**src/hdl/sprqf_pkg.sv**
```systemverilog
package sprqf_pkg;

   // default sizes
   localparam int SLOTS_DEF       = 4;
   localparam int QUEUE_DEPTH_DEF = 32;
   localparam int MAX_PAYLOAD_DEF = 32;
   localparam int CMD_QUEUE_DEPTH = 4;

   // report ids and frame constants
   localparam logic [7:0] OPCODE_RESET   = 8'hE3;
   localparam logic [7:0] ID_LAND        = 8'h9F;
   localparam logic [7:0] ID_SETTINGS    = 8'h87;
   localparam logic [7:0] ID_HAPTIC      = 8'h82;
   localparam logic [7:0] ID_HAPTIC_ANY  = 8'h80;
   localparam logic [7:0] SET_LAND_A     = 8'h2D;
   localparam logic [7:0] SET_LAND_B     = 8'h09;
   localparam logic [7:0] AMP_BLOCK_A    = 8'h18;
   localparam logic [7:0] AMP_BLOCK_B    = 8'h2E;
   localparam logic [7:0] AMP_BLOCK_C    = 8'h34;
   localparam logic [7:0] AMP_BLOCK_D    = 8'h35;
   localparam logic [7:0] FORM_TYPE01    = 8'h01;
   localparam logic [7:0] FORM_LEGACY    = 8'h05;
   localparam logic [7:0] SLOT_ALL       = 8'hFF;

   // register indexes
   localparam logic [1:0] CSR_OPCODE    = 2'd0;
   localparam logic [1:0] CSR_AMP_BLOCK = 2'd1;
   localparam logic [1:0] CSR_ALL_SET   = 2'd2;

   typedef enum logic [1:0] {
      MODE_ENQ    = 2'd0,
      MODE_FLUSH  = 2'd1,
      MODE_CANCEL = 2'd2,
      MODE_NONE   = 2'd3
   } mode_type;

   typedef enum logic [2:0] {
      KIND_TAKEN     = 3'd0,
      KIND_COMMITTED = 3'd1,
      KIND_REJECTED  = 3'd2,
      KIND_FRAME     = 3'd3,
      KIND_EMPTY     = 3'd4,
      KIND_CANCELLED = 3'd5
   } kind_type;

   typedef enum logic [2:0] {
      CMD_REPLY,
      CMD_STORE,
      CMD_COMMIT,
      CMD_FLUSH,
      CMD_CANCEL
   } cmd_op_type;

   typedef struct packed {
      cmd_op_type  op;
      kind_type    kind;
      logic        store;
      logic        all_slots;
      logic [7:0]  slot;
      logic [7:0]  rid;
      logic [5:0]  len;
      logic [4:0]  bidx;
      logic [7:0]  data;
   } cmd_type;

   typedef struct packed {
      logic [7:0] opcode;
      logic       amp_block;
      logic       all_settings;
   } cfg_type;

   typedef struct packed {
      logic [7:0] rid;
      logic [5:0] len;
      logic       active;
   } meta_type;

   typedef enum logic [3:0] {
      ST_IDLE,
      ST_REPLY,
      ST_CMT_SLOT,
      ST_CMT_COPY,
      ST_CMT_META,
      ST_FL_CHECK,
      ST_FL_META,
      ST_FL_HDR,
      ST_FL_DATA,
      ST_CN_SLOT,
      ST_CN_SCAN,
      ST_CN_CHECK
   } state_type;

endpackage

```
**src/hdl/sprqf_front.sv**
```systemverilog
module sprqf_front #(
   parameter int SLOTS       = sprqf_pkg::SLOTS_DEF,
   parameter int MAX_PAYLOAD = sprqf_pkg::MAX_PAYLOAD_DEF
) (
   input  logic              clock,
   input  logic              reset,
   input  logic              req_tvalid,
   output logic              req_tready,
   input  logic [39:0]       req_tdata,
   input  logic [1:0]        req_tuser,
   output logic              cmd_valid,
   output sprqf_pkg::cmd_type cmd,
   input  logic              cmd_pop
);
   import sprqf_pkg::*;

   localparam int QW = $clog2(CMD_QUEUE_DEPTH);

   cmd_type        q_ff [CMD_QUEUE_DEPTH];
   logic [QW-1:0]  wr_ptr_ff, wr_ptr_in;
   logic [QW-1:0]  rd_ptr_ff, rd_ptr_in;
   logic [QW:0]    count_ff, count_in;

   logic [7:0]  f_slot;
   logic [7:0]  f_rid;
   logic [5:0]  f_len;
   logic [4:0]  f_bidx;
   logic [7:0]  f_data;
   mode_type    f_mode;
   logic        slot_ok;
   logic        slot_all;
   logic [5:0]  len_sat;
   logic        push;
   logic        accept;
   cmd_type     cmd_new;

   // unpack request fields
   assign f_slot = req_tdata[7:0];
   assign f_rid  = req_tdata[15:8];
   assign f_len  = req_tdata[21:16];
   assign f_bidx = req_tdata[26:22];
   assign f_data = req_tdata[34:27];
   assign f_mode = mode_type'(req_tuser);

   assign slot_ok  = f_slot < 8'(SLOTS);
   assign slot_all = f_slot == SLOT_ALL;
   assign len_sat  = (f_len > 6'(MAX_PAYLOAD)) ? 6'(MAX_PAYLOAD) : f_len;

   // classify the request into a back-end command
   always_comb begin
      cmd_new.op        = CMD_REPLY;
      cmd_new.kind      = KIND_TAKEN;
      cmd_new.store     = 1'b0;
      cmd_new.all_slots = slot_all;
      cmd_new.slot      = f_slot;
      cmd_new.rid       = f_rid;
      cmd_new.len       = len_sat;
      cmd_new.bidx      = f_bidx;
      cmd_new.data      = f_data;
      push              = 1'b1;
      unique case (f_mode)
         MODE_ENQ: begin
            if (!slot_ok && !slot_all) begin
               cmd_new.kind = KIND_REJECTED;
            end else if (len_sat == 6'd0) begin
               cmd_new.op   = CMD_COMMIT;
               cmd_new.kind = KIND_COMMITTED;
            end else if ({1'b0, f_bidx} >= len_sat) begin
               cmd_new.kind = KIND_TAKEN;
            end else if ({1'b0, f_bidx} == len_sat - 6'd1) begin
               cmd_new.op    = CMD_COMMIT;
               cmd_new.kind  = KIND_COMMITTED;
               cmd_new.store = 1'b1;
            end else begin
               cmd_new.op    = CMD_STORE;
               cmd_new.store = 1'b1;
            end
         end
         MODE_FLUSH: begin
            if (!slot_ok) begin
               cmd_new.kind = KIND_REJECTED;
            end else begin
               cmd_new.op = CMD_FLUSH;
            end
         end
         MODE_CANCEL: begin
            if (!slot_ok && !slot_all) begin
               cmd_new.kind = KIND_REJECTED;
            end else begin
               cmd_new.op   = CMD_CANCEL;
               cmd_new.kind = KIND_CANCELLED;
            end
         end
         default: begin
            push = 1'b0;
         end
      endcase
   end

   // command queue control
   assign req_tready = count_ff != (QW+1)'(CMD_QUEUE_DEPTH);
   assign accept     = req_tvalid && req_tready && push;
   assign cmd_valid  = count_ff != '0;
   assign cmd        = q_ff[rd_ptr_ff];

   always_comb begin
      wr_ptr_in = wr_ptr_ff;
      rd_ptr_in = rd_ptr_ff;
      count_in  = count_ff;
      if (accept) begin
         wr_ptr_in = wr_ptr_ff + 1'b1;
      end
      if (cmd_pop) begin
         rd_ptr_in = rd_ptr_ff + 1'b1;
      end
      if (accept && !cmd_pop) begin
         count_in = count_ff + 1'b1;
      end else if (!accept && cmd_pop) begin
         count_in = count_ff - 1'b1;
      end
   end

   always_ff @(posedge clock) begin
      if (reset) begin
         wr_ptr_ff <= '0;
         rd_ptr_ff <= '0;
         count_ff  <= '0;
      end else begin
         wr_ptr_ff <= wr_ptr_in;
         rd_ptr_ff <= rd_ptr_in;
         count_ff  <= count_in;
      end
   end

   // queue storage
   always_ff @(posedge clock) begin
      if (accept) begin
         q_ff[wr_ptr_ff] <= cmd_new;
      end
   end

endmodule

```
**config.mk**
```make
export PLATFORM = sky130hd
export DESIGN_NAME = sprqf_front
export DESIGN_NICKNAME = d
export VERILOG_FILES = /design/src/hdl/sprqf_pkg.sv /design/src/hdl/sprqf_front.sv
export SDC_FILE = /design/constraint.sdc
export NUM_CORES = 1
export LEC_CHECK = 0
export BUFFER_PORTS_ARGS = -buffer_cell sky130_fd_sc_hd__buf_4
export CORE_MARGIN = 2
export CORE_UTILIZATION = 45
export CTS_BUF_LIST = sky130_fd_sc_hd__clkbuf_4 sky130_fd_sc_hd__clkbuf_8
export DETAILED_ROUTE_END_ITERATION = 10
export HOLD_SLACK_MARGIN = 0.12
export PLACE_DENSITY_LB_ADDON = 0.1
export REMOVE_ABC_BUFFERS = 1
export SYNTH_ARGS = -nofsm -noshare
export SYNTH_HDL_FRONTEND = slang
export SYNTH_SLANG_ARGS = --single-unit
export TNS_END_PERCENT = 30
```
**constraint.sdc**
```tcl
create_clock -name clock -period 2.2 [get_ports clock]
set_input_delay 0 -clock clock [delete_from_list [all_inputs] [get_ports clock]]
set_output_delay 0 -clock clock [all_outputs]
set_load 0.02 [all_outputs]
```
==> impl_metrics.toml <==
[yosys]
ys_warn_count = 0
synth_edf_count = 168
syn_area_um2 = 6930
syn_inst = 337
async_flop_share_pct = 0
syn_avg_cell_area_um2 = 20.6
ys_types = 37
yosysSeqAreaShare_pct = 75.4
synthFlopType = "edfxtp_1"
synth_seq_cells = 177

[clock_tree]
numCtsBuffers = 17
clockBufferDepth = 2
cts.sinks = 177
htree_levels = 4
clock_tree.root_cell = "clkbuf_8"
clkTransAtPathRegs_ns = 0.09
clk_latency_ns = 0.45
cts_tree = "done"

[sta]
worst_pin_slew_ns = 0.415
fin_setup_tns_ns = 0
finalHoldViolCount = 0
fin_skew_ns = 0.00989
max_freq_ghz = 0.486
slew_headroom_pct = 72.3
rsz0062_at_grt = "no"
finalMaxSlewViolations = 0
post-route-period-util_pct = 93.5
setup_viol = 0
period_needed_ns = 2.06

[routing]
drt_iter0_markers = 273
via_count = 3558
routed_wl_mm = 12.7
ant_nets = 0
wl_per_cell_um = 18.7
drtPass1Iterations = 4
via_per_inst = 5.23
drc = 0

[power]
peakVddDrop_v = 0.000510
power.leakage_uw = 0.00302
p_comb_share_pct = 17.9
sw_frac_of_total_pct = 25.2
p_int_uw = 5460
power.clock.fraction_pct = 27.6
cellPowerDensity_nw_per_um2 = 840
seq_power_share_pct = 54.5
total_power_uw = 7300
switchingPower_uw = 1840

[setup_path]
critical_path_arrival_ns = 2.25
cp-end-kind = "flop"
path_buf_inv = 4
critical-path-top-delay-family = "buffers and inverters"
required_ns = 2.39
slowest_delay_ns = 0.53
crit_slowest_cell = "dlygate4sd3_1"
reg2reg_slack_ns = 0.21
worst-setup-path-type = "in -> reg"
path_cells = "dlygate4sd3_1, buf_4, clkinvlp_4, nand2_1, inv_1, ha_1, nor2b_1, o21ai_2, a41oi_2, and3_2, o221a_1"
path_max_fanout = 10
start_kind = "input port"

[flow_run]
cap_violations = 0

[floorplanning]
dieArea_um2 = 16400
io_pins = 91
fp.dieH_um = 128
core_um2 = 15100
start_util_pct = 45.7
die_w_um = 128
num_rows = 45

[final_layout]
multi_input_area_um2 = 1620
n_antenna_cell = 0
regArea_um2 = 5230
layout.nets = 538
synthToLayoutAreaGrowth_pct = 25.4
nFillCells = 1178
drive_gt1_share_pct = 37.0
fin_util_pct = 57.4
fin_area_um2 = 8690

[hold_path]
hold_class = "in -> reg"

[place]
hpwl_mm = 7.24
place_congestion = 0.788
dpl_cell_area_um2 = 7880
port_buffers = 85

[global_routing]
grt_pass1_vias = 3729
grt_max_degree = 43
antenna_found_initial = 0
grt_use_total_pct = 16.9
overflow = 0
grt_pass1_wl_mm = 20.1

[status]
status = "complete, no violations"
[stage by stage]
| stage | hold slack [ns] | setup WS [ns] | instances |
|---|---|---|---|
| after CTS | 0.253 | 0.0225 | 678 |
| after global placement | 0.200 | 0.191 | 605 |
| after detailed placement | 0.207 | 0.0975 | 605 |
| after global routing | 0.270 | 0.0256 | 680 |
| final | 0.287 | 0.143 | 680 |
| after floorplan | 0.0691 | -0.438 | 323 |
[layout by cell type, fill, tap and decap left out, drive strengths merged, types with 3 or more instances in the layout]
cell,netlist,final
a21oi,7,7
and2,5,5
buf,5,96
clkbuf,9,21
clkinv,0,7
clkinvlp,0,4
dfxtp,9,9
dlygate4sd3,0,41
edfxtp,168,168
ha,12,12
inv,14,13
mux2i,3,3
mux4,42,42
nand2,9,9
nand4,3,3
nor2,13,13
o21ai,4,4
xnor2,5,5
xor2,4,4
[path summary, 6_finish.rpt]
path                                 start                  endpoint  cells past startpoint
setup / recovery             req_tdata[21]     q_ff[0][40]$_DFFE_PP_                     11
hold reg to reg   count_ff[2]$_SDFFE_PP0P_  count_ff[2]$_SDFFE_PP0P_                      2
setup reg to reg  count_ff[0]$_SDFFE_PP0P_  count_ff[2]$_SDFFE_PP0P_                      9
hold / removal               req_tdata[29]      q_ff[0][2]$_DFFE_PP_                      2
[layer usage]
layer | wire length [µm] | vias to the layer above | track usage [%] | share of wire [%]
met5 | 0 | - | 0 | 0
met4 | 173 | 0 | 6.79 | 1.4
met3 | 552 | 12 | 4.47 | 4.3
met2 | 6270 | 90 | 26.8 | 49
met1 | 5730 | 1813 | 22.4 | 45
li1 | - | 1643 | - | -
[state kept, by name, indices dropped and copies added, names as in the netlist, named ones only]
name / cells
count_ff: 3
rd_ptr_ff: 2
wr_ptr_ff: 2
q_ff: 168
[power by group through the flow]
stage	Clock, µW	Combinational [µW]	Sequential, µW
after floorplan	0	678	4100
after global placement	0	1250	4050
after detailed placement	0	1260	4060
after CTS	2090	1320	3980
after global routing	2210	1410	4000
final	2020	1300	3980
[synthesized netlist by cell type, types with 4 or more instances]
cell,count,area share (%)
a21oi_1,6,0.43
and2_1,5,0.45
buf_2,4,0.29
clkbuf_1,9,0.49
dfxtp_1,9,2.6
edfxtp_1,168,73
ha_1,12,2.2
inv_1,14,0.76
mux4_2,42,14
nand2_1,9,0.49
nor2_1,13,0.70
o21ai_0,4,0.29
xnor2_1,5,0.63
xor2_1,4,0.51
[what timing repair did]
action,in CTS,in global routing
resized for setup,0,7
hold endpoints to repair,177,0
endpoints found under the setup margin,0,12
hold buffers,41,0
setup buffers,0,2
[layout make-up]
type	count	share of cell area, %
Tap cell	188	2.71
Inverter	14	0.648
Timing Repair Buffer	137	13.7
Multi-Input combinational cell	132	18.6
Clock buffer	21	3.04
Clock inverter	11	1.05
Sequential cell	177	60.2
[worst register-to-register path, stage by stage, from the launching register on]
cell and delay (ns):
dfxtp_1 0.42, nor2_1 0.06, nand2_1 0.08, and3_1 0.18
ha_1 0.18, inv_1 0.06, fa_1 0.37, xor2_1 0.15
or3_1 0.30, a21oi_1 0.13
[cells by family after synthesis]
logic type               count (synthesis)  synth area share, %
XOR/XNOR                                 9                 1.14
AO/OA/AOI/OAI                           19                 1.82
flip-flops                             177                 75.4
adder cells (fa/ha/maj)                 13                 2.46
multiplexers                            45                 14.1
AND/OR/NAND/NOR                         46                 3.41
buffers and inverters                   28                 1.64
(Power assumes the default switching activity.)
